File: src/lfr_pkg.sv
// ----------------------------------------------------------------------------
// lfr_pkg
// Shared types and constants of the fill-rectangle command generator.
// ----------------------------------------------------------------------------
package lfr_pkg;

	localparam int IN_TDATA_W  = 80;
	localparam int OUT_TDATA_W = 48;
	localparam int KIND_W      = 2;
	localparam int CFG_IDX_W   = 2;
	localparam int CFG_DATA_W  = 9;
	localparam int PANEL_W     = 9;
	localparam int COORD_W     = 16;
	localparam int COLOR_W     = 16;
	localparam int COUNT_W     = 17;

	localparam int QUEUE_DEPTH     = 2;
	localparam int RESULTS_PER_JOB = 12;

	localparam logic [7:0] CMD_COLUMN_SET   = 8'd42;
	localparam logic [7:0] CMD_ROW_SET      = 8'd43;
	localparam logic [7:0] CMD_MEMORY_WRITE = 8'd44;

	localparam logic [COUNT_W-1:0] PIXEL_COUNT_MAX = {COUNT_W{1'b1}};

	localparam logic [KIND_W-1:0] KIND_COMMAND = 2'd0;
	localparam logic [KIND_W-1:0] KIND_DATA    = 2'd1;
	localparam logic [KIND_W-1:0] KIND_BURST   = 2'd2;

	localparam logic [CFG_IDX_W-1:0] REG_PANEL_WIDTH   = 2'd0;
	localparam logic [CFG_IDX_W-1:0] REG_PANEL_HEIGHT  = 2'd1;
	localparam logic [CFG_IDX_W-1:0] REG_COLUMN_OFFSET = 2'd2;
	localparam logic [CFG_IDX_W-1:0] REG_ROW_OFFSET    = 2'd3;

	localparam logic [PANEL_W-1:0] PANEL_WIDTH_RST  = 9'd128;
	localparam logic [PANEL_W-1:0] PANEL_HEIGHT_RST = 9'd160;

	typedef struct packed {
		logic [PANEL_W-1:0] panel_width;
		logic [PANEL_W-1:0] panel_height;
		logic [7:0]         column_offset;
		logic [7:0]         row_offset;
	} cfg_t;

	// One accepted request, reduced to what the sequencer sends.
	typedef struct packed {
		logic [7:0]         col_start;
		logic [7:0]         col_end;
		logic [7:0]         row_start;
		logic [7:0]         row_end;
		logic [COLOR_W-1:0] color;
		logic [COUNT_W-1:0] count;
	} fill_job_t;

	typedef struct packed {
		logic full;
		logic empty;
	} q_status_t;

endpackage

File: src/lcd_fill_rect_command_gen_unit.sv
// ----------------------------------------------------------------------------
// lcd_fill_rect_command_gen_unit
// Turns fill-rectangle requests into address-window commands and a fill burst.
// ----------------------------------------------------------------------------
//  channel    dir  handshake                 contents
//  s_axis     in   s_axis_tvalid/tready      one fill request
//  m_axis     out  m_axis_tvalid/tready      command, data byte or fill burst
//  cfg        in   cfg_wr_en                 register write, no read-back
//
//  A drawn request yields twelve output transactions, one per cycle while the
//  output is not stalled, so the single output channel sets the rate; a rejected
//  request is accepted and yields nothing. Requests pass a clip
//  stage and a two-entry job queue, so new ones are taken while a job is sent.
//  Reset restores the register defaults; there is no clearing pass.
//  An output stall holds the sequencer; the input stalls once the queue fills.
// ----------------------------------------------------------------------------
module lcd_fill_rect_command_gen_unit import lfr_pkg::*; (
	input  logic                   clk,
	input  logic                   arst_n,
	input  logic                   s_axis_tvalid,
	output logic                   s_axis_tready,
	// origin_x, origin_y, rect_width, rect_height, fill_color
	input  logic [IN_TDATA_W-1:0]  s_axis_tdata,
	output logic                   m_axis_tvalid,
	input  logic                   m_axis_tready,
	// byte_value, burst_color, pixel_count, zero fill
	output logic [OUT_TDATA_W-1:0] m_axis_tdata,
	// kind
	output logic [KIND_W-1:0]      m_axis_tuser,
	output logic                   m_axis_tlast,
	input  logic                   cfg_wr_en,
	input  logic [CFG_IDX_W-1:0]   cfg_index,
	input  logic [CFG_DATA_W-1:0]  cfg_data
);

	cfg_t      cfg_q;
	logic      push, pop;
	fill_job_t push_job, pop_job;
	q_status_t q_stat;

	always_ff @(posedge clk or negedge arst_n) begin
		if (!arst_n) begin
			cfg_q.panel_width   <= PANEL_WIDTH_RST;
			cfg_q.panel_height  <= PANEL_HEIGHT_RST;
			cfg_q.column_offset <= 8'd0;
			cfg_q.row_offset    <= 8'd0;
		end else if (cfg_wr_en) begin
			case (cfg_index)
				REG_PANEL_WIDTH:   cfg_q.panel_width   <= cfg_data;
				REG_PANEL_HEIGHT:  cfg_q.panel_height  <= cfg_data;
				REG_COLUMN_OFFSET: cfg_q.column_offset <= cfg_data[7:0];
				REG_ROW_OFFSET:    cfg_q.row_offset    <= cfg_data[7:0];
				default: ;
			endcase
		end
	end

	lfr_front u_front (
		.clk      (clk),
		.arst_n   (arst_n),
		.cfg      (cfg_q),
		.s_tvalid (s_axis_tvalid),
		.s_tready (s_axis_tready),
		.s_tdata  (s_axis_tdata),
		.q_stat   (q_stat),
		.push     (push),
		.push_job (push_job)
	);

	lfr_queue u_queue (
		.clk      (clk),
		.arst_n   (arst_n),
		.push     (push),
		.push_job (push_job),
		.pop      (pop),
		.pop_job  (pop_job),
		.q_stat   (q_stat)
	);

	lfr_back u_back (
		.clk      (clk),
		.arst_n   (arst_n),
		.q_stat   (q_stat),
		.job      (pop_job),
		.pop      (pop),
		.m_tvalid (m_axis_tvalid),
		.m_tready (m_axis_tready),
		.m_tdata  (m_axis_tdata),
		.m_tuser  (m_axis_tuser),
		.m_tlast  (m_axis_tlast)
	);

endmodule

File: src/lfr_front.sv
// ----------------------------------------------------------------------------
// lfr_front
// Accepts fill requests, drops the ones that draw nothing, clips the rest and
// pushes a finished job into the queue.
// ----------------------------------------------------------------------------
module lfr_front import lfr_pkg::*; (
	input  logic                  clk,
	input  logic                  arst_n,
	input  cfg_t                  cfg,
	input  logic                  s_tvalid,
	output logic                  s_tready,
	input  logic [IN_TDATA_W-1:0] s_tdata,
	input  q_status_t             q_stat,
	output logic                  push,
	output fill_job_t             push_job
);

	logic [COORD_W-1:0] in_x, in_y, in_w, in_h;
	logic [COLOR_W-1:0] in_color;
	logic               in_ok;
	logic [COORD_W:0]   end_x, end_y;
	logic [PANEL_W-1:0] clip_w, clip_h;
	logic               advance;

	logic               valid_s1;
	logic [7:0]         x_s1, y_s1;
	logic [PANEL_W-1:0] w_s1, h_s1;
	logic [COLOR_W-1:0] color_s1;

	logic [2*PANEL_W-1:0] product;

	assign in_x     = s_tdata[15:0];
	assign in_y     = s_tdata[31:16];
	assign in_w     = s_tdata[47:32];
	assign in_h     = s_tdata[63:48];
	assign in_color = s_tdata[79:64];

	assign in_ok = (in_x < {{(COORD_W-PANEL_W){1'b0}}, cfg.panel_width})
		&& (in_y < {{(COORD_W-PANEL_W){1'b0}}, cfg.panel_height})
		&& (in_w != '0) && (in_h != '0);

	assign end_x = {1'b0, in_x} + {1'b0, in_w} - 17'd1;
	assign end_y = {1'b0, in_y} + {1'b0, in_h} - 17'd1;

	// With the origin inside the panel, an unclipped size already fits in nine bits.
	always_comb begin
		if (end_x >= {{(COORD_W+1-PANEL_W){1'b0}}, cfg.panel_width}) begin
			clip_w = cfg.panel_width - in_x[PANEL_W-1:0];
		end else begin
			clip_w = in_w[PANEL_W-1:0];
		end
		if (end_y >= {{(COORD_W+1-PANEL_W){1'b0}}, cfg.panel_height}) begin
			clip_h = cfg.panel_height - in_y[PANEL_W-1:0];
		end else begin
			clip_h = in_h[PANEL_W-1:0];
		end
	end

	assign advance  = !valid_s1 || !q_stat.full;
	assign s_tready = advance;
	assign push     = valid_s1 && !q_stat.full;

	always_ff @(posedge clk or negedge arst_n) begin
		if (!arst_n) begin
			valid_s1 <= 1'b0;
		end else if (advance) begin
			valid_s1 <= s_tvalid && in_ok;
		end
	end

	always_ff @(posedge clk) begin
		if (advance) begin
			x_s1     <= in_x[7:0];
			y_s1     <= in_y[7:0];
			w_s1     <= clip_w;
			h_s1     <= clip_h;
			color_s1 <= in_color;
		end
	end

	assign product = w_s1 * h_s1;

	always_comb begin
		push_job.col_start = x_s1 + cfg.column_offset;
		push_job.col_end   = x_s1 + w_s1[7:0] - 8'd1 + cfg.column_offset;
		push_job.row_start = y_s1 + cfg.row_offset;
		push_job.row_end   = y_s1 + h_s1[7:0] - 8'd1 + cfg.row_offset;
		push_job.color     = color_s1;
		if (product[2*PANEL_W-1:COUNT_W] != '0) begin
			push_job.count = PIXEL_COUNT_MAX;
		end else begin
			push_job.count = product[COUNT_W-1:0];
		end
	end

endmodule

File: src/lfr_queue.sv
// ----------------------------------------------------------------------------
// lfr_queue
// Short job queue between the request front end and the command sequencer.
// ----------------------------------------------------------------------------
module lfr_queue import lfr_pkg::*; (
	input  logic      clk,
	input  logic      arst_n,
	input  logic      push,
	input  fill_job_t push_job,
	input  logic      pop,
	output fill_job_t pop_job,
	output q_status_t q_stat
);

	localparam int PTR_W = (QUEUE_DEPTH > 1) ? $clog2(QUEUE_DEPTH) : 1;
	localparam int CNT_W = $clog2(QUEUE_DEPTH + 1);
	localparam logic [PTR_W-1:0] PTR_LAST = PTR_W'(QUEUE_DEPTH - 1);
	localparam logic [CNT_W-1:0] CNT_FULL = CNT_W'(QUEUE_DEPTH);

	fill_job_t        slots_q [QUEUE_DEPTH];
	logic [PTR_W-1:0] wr_ptr_q, rd_ptr_q;
	logic [CNT_W-1:0] count_q;

	assign q_stat.full  = (count_q == CNT_FULL);
	assign q_stat.empty = (count_q == '0);
	assign pop_job      = slots_q[rd_ptr_q];

	always_ff @(posedge clk or negedge arst_n) begin
		if (!arst_n) begin
			wr_ptr_q <= '0;
			rd_ptr_q <= '0;
			count_q  <= '0;
		end else begin
			if (push) begin
				wr_ptr_q <= (wr_ptr_q == PTR_LAST) ? '0 : wr_ptr_q + PTR_W'(1);
			end
			if (pop) begin
				rd_ptr_q <= (rd_ptr_q == PTR_LAST) ? '0 : rd_ptr_q + PTR_W'(1);
			end
			if (push && !pop) begin
				count_q <= count_q + CNT_W'(1);
			end else if (pop && !push) begin
				count_q <= count_q - CNT_W'(1);
			end
		end
	end

	always_ff @(posedge clk) begin
		if (push) begin
			slots_q[wr_ptr_q] <= push_job;
		end
	end

endmodule

File: src/lfr_back.sv
// ----------------------------------------------------------------------------
// lfr_back
// Command sequencer: turns one queued job into twelve controller transactions.
// ----------------------------------------------------------------------------
module lfr_back import lfr_pkg::*; (
	input  logic                   clk,
	input  logic                   arst_n,
	input  q_status_t              q_stat,
	input  fill_job_t              job,
	output logic                   pop,
	output logic                   m_tvalid,
	input  logic                   m_tready,
	output logic [OUT_TDATA_W-1:0] m_tdata,
	output logic [KIND_W-1:0]      m_tuser,
	output logic                   m_tlast
);

	localparam int STEP_W = $clog2(RESULTS_PER_JOB);
	localparam logic [STEP_W-1:0] LAST_STEP = STEP_W'(RESULTS_PER_JOB - 1);

	fill_job_t          cur_q;
	logic               busy_q;
	logic [STEP_W-1:0]  step_q;
	logic               m_valid_q;
	logic [KIND_W-1:0]  kind_q;
	logic [7:0]         byte_q;
	logic [COLOR_W-1:0] color_q;
	logic [COUNT_W-1:0] count_q;
	logic               last_q;

	logic               out_free, emit, finish;
	logic [KIND_W-1:0]  r_kind;
	logic [7:0]         r_byte;
	logic [COLOR_W-1:0] r_color;
	logic [COUNT_W-1:0] r_count;
	logic               r_last;

	assign out_free = !m_valid_q || m_tready;
	assign emit     = busy_q && out_free;
	assign finish   = emit && (step_q == LAST_STEP);
	// The next job is loaded while idle, or in the same cycle as the burst of the current one is registered.
	assign pop      = !q_stat.empty && (!busy_q || finish);

	always_comb begin
		r_kind  = KIND_DATA;
		r_byte  = 8'd0;
		r_color = '0;
		r_count = '0;
		r_last  = 1'b0;
		case (step_q)
			4'd0: begin
				r_kind = KIND_COMMAND;
				r_byte = CMD_COLUMN_SET;
			end
			4'd2: r_byte = cur_q.col_start;
			4'd4: r_byte = cur_q.col_end;
			4'd5: begin
				r_kind = KIND_COMMAND;
				r_byte = CMD_ROW_SET;
			end
			4'd7: r_byte = cur_q.row_start;
			4'd9: r_byte = cur_q.row_end;
			4'd10: begin
				r_kind = KIND_COMMAND;
				r_byte = CMD_MEMORY_WRITE;
			end
			4'd11: begin
				r_kind  = KIND_BURST;
				r_color = cur_q.color;
				r_count = cur_q.count;
				r_last  = 1'b1;
			end
			default: r_byte = 8'd0;
		endcase
	end

	always_ff @(posedge clk or negedge arst_n) begin
		if (!arst_n) begin
			busy_q    <= 1'b0;
			step_q    <= '0;
			m_valid_q <= 1'b0;
		end else begin
			if (pop) begin
				busy_q <= 1'b1;
				step_q <= '0;
			end else if (finish) begin
				busy_q <= 1'b0;
			end else if (emit) begin
				step_q <= step_q + STEP_W'(1);
			end
			if (emit) begin
				m_valid_q <= 1'b1;
			end else if (out_free) begin
				m_valid_q <= 1'b0;
			end
		end
	end

	always_ff @(posedge clk) begin
		if (pop) begin
			cur_q <= job;
		end
		if (emit) begin
			kind_q  <= r_kind;
			byte_q  <= r_byte;
			color_q <= r_color;
			count_q <= r_count;
			last_q  <= r_last;
		end
	end

	assign m_tvalid = m_valid_q;
	assign m_tuser  = kind_q;
	assign m_tlast  = last_q;
	assign m_tdata  = {{(OUT_TDATA_W-COUNT_W-COLOR_W-8){1'b0}}, count_q, color_q, byte_q};

`ifndef SYNTHESIS
	a_last_is_burst: assert property (@(posedge clk) disable iff (!arst_n)
		m_valid_q && last_q |-> kind_q == KIND_BURST)
		else $error("last transaction is not a fill burst");

	a_step_range: assert property (@(posedge clk) disable iff (!arst_n)
		step_q <= LAST_STEP)
		else $error("sequencer step out of range");

	a_pop_nonempty: assert property (@(posedge clk) disable iff (!arst_n)
		pop |-> !q_stat.empty)
		else $error("job taken from an empty queue");

	a_idle_after_job: assert property (@(posedge clk) disable iff (!arst_n)
		finish && q_stat.empty |=> !busy_q && m_valid_q && last_q)
		else $error("sequencer did not end the job with its burst");
`endif

endmodule

File: config.mk
export PLATFORM = sky130hd
export DESIGN_NAME = lcd_fill_rect_command_gen_unit
export DESIGN_NICKNAME = d
export VERILOG_FILES = /design/src/lfr_pkg.sv /design/src/lcd_fill_rect_command_gen_unit.sv /design/src/lfr_front.sv /design/src/lfr_queue.sv /design/src/lfr_back.sv
export SDC_FILE = /design/constraint.sdc
export NUM_CORES = 1
export LEC_CHECK = 0
export BUFFER_PORTS_ARGS = -buffer_cell sky130_fd_sc_hd__buf_2
export CAP_MARGIN = 20
export CORE_MARGIN = 4
export CORE_UTILIZATION = 50
export CTS_BUF_LIST = sky130_fd_sc_hd__clkbuf_8
export DETAILED_ROUTE_END_ITERATION = 16
export PLACE_DENSITY = 0.74
export SLEW_MARGIN = 20
export SYNTH_ARGS = -nofsm -noshare
export SYNTH_HDL_FRONTEND = slang
export SYNTH_SLANG_ARGS = --single-unit
File: constraint.sdc
create_clock -name clk -period 8.45 [get_ports clk]
set_input_delay 1.69 -clock clk [delete_from_list [all_inputs] [get_ports clk]]
set_output_delay 1.69 -clock clk [all_outputs]
set_load 0.05 [all_outputs]
==> results of run 1 <==
-- critical path, cell delays in order, from the launching register on --
cell,delay (ns)
edfxtp_1,0.47
inv_1,0.29
nor2_1,0.12
fa_1,0.53
fa_1,0.46
fa_1,0.55
inv_1,0.05
fa_1,0.52
inv_1,0.04
ha_1,0.34
o21a_1,0.12
o21ai_0,0.18
inv_2,0.07
a2111oi_4,0.35
o31ai_2,0.17
and4_1,0.23
nor3_2,0.68
o21bai_1,0.23
-- metrics by stage --
step                      utilization, %  instances
final                               56.8       2384
after CTS                           56.8       2384
after global placement              54.4       2292
after global routing                56.8       2384
after floorplan                        -       1660
after detailed placement            54.4       2292
-- metal layers --
metal  global-route usage [%]  part of all wire (%)  vias up  wire (um)
met5                        0                 0.065        -         26
met4                     7.29                   3.6        4       1460
met3                     3.35                   4.8       85       1920
met2                     32.4                    48      308      19500
met1                     23.3                    43     6031      17300
li1                         -                     -     6022          -
-- registers in the layout, summed over array words and instances, names as in the netlist, 2 cells and up --
| register | count |
|---|---|
| u_back.byte_q | 8 |
| u_back.cur_q | 65 |
| u_front.h_s1 | 9 |
| u_front.w_s1 | 9 |
| u_front.y_s1 | 8 |
| u_back.color_q | 16 |
| u_queue.slots_q | 130 |
| u_back.step_q | 4 |
| u_front.color_s1 | 16 |
| u_back.count_q | 17 |
| u_queue.count_q | 2 |
| u_front.x_s1 | 8 |
| cfg_q | 34 |
-- Yosys cell counts, drive strengths merged (9+ instances only) --
master  instances  share of area [%]
buf            12               0.46
nor2b          11               0.35
mux2i          23                1.2
fa             70                7.0
nand2          69                1.3
nor2           59                1.1
dfrtp          42                5.3
inv           308                5.8
nor4           10               0.31
o21ai          53                1.3
edfxtp        288                 43
nand3           9               0.23
o21a           10               0.38
mux2           90                5.1
a21o           33                1.2
a21oi          60                1.5
clkbuf         22               0.41
and2           59                1.9
xnor2          50                2.2
ha            199                 12
nand2b         24               0.75
nand4          11               0.35
a211oi         10               0.40
o21bai         17               0.64
nor3           10               0.28
xor2           24                1.1
-- cell families after synthesis --
logic type | count (synthesis)
simple gates | 288
flops | 333
mux | 113
other cells | 1
compound gates | 234
xor+xnor | 74
fa+ha+maj | 269
buf+inv | 342
-- worst max-delay path by stage --
stage	to	from	slack, ns	depth (start not counted)
3_3_place_gp	u_front.h_s1[6]	s_axis_tdata[17]	2.62	18
6_report	u_queue.slots_q[1][8]	u_front.h_s1[3]	2.84	17
4_1_cts	u_queue.slots_q[1][8]	u_front.h_s1[4]	2.82	17
5_1_grt	u_queue.slots_q[1][8]	u_front.h_s1[4]	2.49	17
3_5_place_dp	u_front.h_s1[6]	s_axis_tdata[17]	2.48	18
2_1_floorplan	u_queue.count_q[1]	m_axis_tready	2.18	8
-- layout make-up --
cell class	count	area [sq um]
fill	3217	16800
tap	518	648
clock buffer	59	812
inverter	308	1160
sequential	333	9780
timing repair buffer	148	758
multi-input combinational	985	8880
clock inverter	33	143
==> flow_summary.yaml, run 1 <==
outcome:
  status: "finished clean"
cells_and_area:
  diodes: 0
  area_delta_synth_final_pct: 11.2
  final_cell_mix: "inv_1, edfxtp_1, ha_1"
  final_common_cell: "inv_1"
  final_area_sq_mm: 0.0222
  drive_above_1_share_pct: 17.6
  fin_nets: 2194
worst_hold_path:
  holdPathEnd: "u_queue.slots_q[0][19]"
  hold_path_depth: 0
  hold_path.class: "flip-flop to flip-flop"
  min-delay-start: "u_front.color_s1[2]"
global_route:
  grt_pass1_wl_um: 65800
  grt_pass1_vias: 13300
  grt_max_degree: 67
  grt-ovfl-total: 0
  antenna_found_initial: 2
  gr-usage-all-layers_pct: 18.6
sta:
  slew-limit-headroom_pct: 27.3
  drv_slew: 0
  worst_pin_slew_ns: 1.08
  whs_ns: 0.441
  max_freq_mhz: 178
  finalClockSkew_ns: 0.0297
  period_share_pct: 66.3
  finalSetupViolations: 0
  hold_viol_final: 0
  period_minus_slack_ns: 5.61
  rsz0062_at_grt: "false"
  worst_slack_ns: 2.84
  finalSetupTns_ns: 0
worst_setup_path:
  cp-end-kind: "flip-flop"
  r2r-start: "u_front.h_s1[3]"
  required_ns: 8.86
  crit_type: "flip-flop to flip-flop"
  rr_worst_depth: 17
  arrival_ns: 6.02
  cp-start-kind: "flip-flop"
  reg2reg_to: "u_queue.slots_q[1][8]"
  ff2ff_setup_slack_ns: 2.84
  worstPathMaxFanout: 17
place:
  dpl.hpwl_um: 30700
  place_congestion: 0.890
  dpl-instance-area_sq_mm: 0.0212
  dp_worst_setup_slack_ns: 2.48
  numPortBuffers: 141
logic_synthesis:
  synthArstFlopShare_pct: 13.5
  netlist_area_sq_mm: 0.0199
  syn_inst: 1654
  synthXorXnorAreaFrac_pct: 3.25
  synth.avg_cell_area_sq_um: 12.1
  synth_compound_area_share_pct: 7.79
  synth_cell_types: 68
  synth_ff_type: "edfxtp_1"
  synthMuxAreaShare_pct: 6.24
  synth-simple-area-share_pct: 7.47
  seq_area_frac_synth_pct: 49.0
  synthAdderAreaFrac_pct: 19.5
  yosys_warnings: 0
  synth_edf_count: 288
  synth_seq_cells: 333
  synth_top_family_by_area: "adder cells"
floorplan:
  rows: 72
  ios: 149
  dieArea_sq_mm: 0.0431
  die_w_um: 208
  start_util_pct: 51.1
  coreArea_sq_mm: 0.0390
  die_y_um: 208
clock_network:
  cts.path.max_buffers: 3
  cts_tree: "yes"
  ctsHoldBuffers: 0
  numCtsBuffers: 53
  cts.sinks: 333
  cts_setup_buffers: 0
  cts-resized-gates: 0
  clk_latency_ns: 0.59
  clockRootBuffer: "clkbuf_8"
  cts_max_level: 2
  path_clk_slew_ns: 0.06
routing:
  routedWlPerCell_um: 16.8
  dr.pass1.iters: 5
  drc: 0
  drtIter0Drc: 640
  routed_wl_um: 40100
  vias: 12500
  vias_per_cell: 5.22
  drt.antenna.violating_nets: 0
run:
  drv_cap: 0
Power of run 1 is left out: the tool's default activity adds up to more than one toggle a clock period on the data nets, which glitch-free logic cannot reach.
==> run 2, diff against run 1 <==
==> constraint.sdc (replaced) <==
create_clock -name clk -period 5.2 [get_ports clk]
set_input_delay 1.04 -clock clk [delete_from_list [all_inputs] [get_ports clk]]
set_output_delay 1.04 -clock clk [all_outputs]
set_load 0.05 [all_outputs]
==> run 2 against run 1 <==
Against the previous run:
- global-route usage increased by 0.50 points
- final cell count increased by 2.9%
- worst hold slack about the same
- first-iteration DRC count decreased by 13%
- sequential share of layout area decreased by 1.6 points
- design area increased by 3.8%
- routed wire length increased by 4.3%
- critical path depth increased by 3
- fmax increased by 8.4%
==> flow_summary.yaml, run 2 (synthesis results as in run 1) <==
sta:
  max_freq_mhz: 193
  drv_slew: 0
  finalClockSkew_ns: 0.0223
  rsz0062_at_grt: "true"
  hold_viol_final: 0
  slew-limit-headroom_pct: 36.1
  worst_pin_slew_ns: 0.957
  finalSetupViolations: 0
  whs_ns: 0.441
  period_minus_slack_ns: 5.17
  period_share_pct: 99.4
floorplan:
  rows: 72
  coreArea_sq_mm: 0.0390
  ios: 149
  die_y_um: 208
  start_util_pct: 51.1
  die_w_um: 208
  dieArea_sq_mm: 0.0431
place:
  place_congestion: 0.929
  numPortBuffers: 141
  dpl.hpwl_um: 32100
  dp.cells: 2340
cells_and_area:
  fillCellCount: 3089
  largest_reg_flops: 130
  utilization_pct: 59.0
  final_cell_mix: "inv_1, edfxtp_1, ha_1"
  fin_nets: 2258
  reg.largest.list: "u_queue.slots_q: 130 flops, u_back.cur_q: 65 flops, cfg_q: 34 flops"
  final_common_cell: "inv_1"
  area_delta_synth_final_pct: 15.5
  diodes: 0
  top_register: "u_queue.slots_q"
  drive_above_1_share_pct: 22.5
  fin_cells: 2452
global_route:
  grt-ovfl-total: 0
  grt_pass1_vias: 13300
  grt_pass1_wl_um: 67400
  gr-usage-all-layers_pct: 19.1
  grt_max_degree: 52
  antenna_found_initial: 1
routing:
  vias: 12600
  drt.antenna.violating_nets: 0
  routedWlPerCell_um: 17.1
  vias_per_cell: 5.15
  drtIter0Drc: 557
  dr.pass1.iters: 4
  drc: 0
  routed_wl_um: 41900
clock_network:
  cts_tree: "yes"
  clk_latency_ns: 0.60
  path_clk_slew_ns: 0.07
  ctsHoldBuffers: 0
  cts.sinks: 333
  cts.path.max_buffers: 3
  numCtsBuffers: 52
  clockRootBuffer: "clkbuf_8"
  cts_max_level: 2
worst_hold_path:
  hold_path.class: "flip-flop to flip-flop"
worst_setup_path:
  worstPathMaxFanout: 8
  arrival_ns: 5.50
  cp-end-kind: "flip-flop"
  cp-start-kind: "flip-flop"
  required_ns: 5.53
  crit_type: "flip-flop to flip-flop"
run:
  drv_cap: 0
outcome:
  status: "finished clean"
[run 2: through the flow]
stage	TNS, ns	setup WS, ns	area [sq um]
floorplan	0	0.0755	20000
global placement	-3.72	-0.149	21600
detailed placement	-5.06	-0.181	21600
CTS	0	0.0133	22700
global route	-1.95	-0.118	23000
finish	0	0.0290	23000
[run 2: repair_timing]
| item | CTS | global route |
|---|---|---|
| resized for setup | 2 | 38 |
| setup buffers | 1 | 15 |
| pin swaps | 2 | 34 |
| hold endpoints to repair | 0 | 0 |
| gates cloned | 0 | 1 |
| setup endpoints to repair | 34 | 34 |
[run 2: worst paths after layout]
kind,startpoint,end,slack [ns],cells past startpoint
worst max-delay path,u_front.w_s1[6],u_queue.slots_q[1][4],0.03,20
worst min-delay path,u_front.color_s1[9],u_queue.slots_q[0][26],0.44,0
worst max register to register,u_front.w_s1[6],u_queue.slots_q[1][4],0.03,20
worst min register to register,u_front.color_s1[9],u_queue.slots_q[0][26],0.44,0
max in group asynchronous,arst_n,u_queue.rd_ptr_q,4.19,2
min in group asynchronous,arst_n,u_back.step_q[0],0.54,2
[run 2: critical path: stages, from the launching register on]
cell	delay, ns
edfxtp_1	0.47
buf_6	0.14
buf_6	0.09
nand2_4	0.04
fa_2	0.56
inv_2	0.04
fa_1	0.49
inv_2	0.04
fa_2	0.35
fa_1	0.52
inv_2	0.05
ha_4	0.21
o21a_1	0.21
o21ai_2	0.15
inv_2	0.06
a2111oi_4	0.43
o31ai_4	0.12
a2111oi_4	0.43
nor3_4	0.11
buf_12	0.16
or2_4	0.24
[run 2: layout make-up]
type,count,area [sq um],share of cell area [%]
Clock buffer,60,826,3.59
Clock inverter,35,305,1.33
Inverter,308,1160,5.02
Multi-Input combinational cell,985,9000,39.1
Sequential cell,333,9780,42.5
Tap cell,518,648,2.82
Timing Repair Buffer,213,1300,5.66
[run 2: routing by layer]
metal | share of wire, % | vias up | GRT usage, % | wire, um
met5 | 0.031 | - | 0 | 13
met4 | 2.8 | 2 | 6.07 | 1180
met3 | 4.2 | 63 | 2.99 | 1780
met2 | 49 | 290 | 33.1 | 20500
met1 | 44 | 6112 | 25.0 | 18400
li1 | - | 6152 | - | -
Power of run 2 is left out for the same reason.
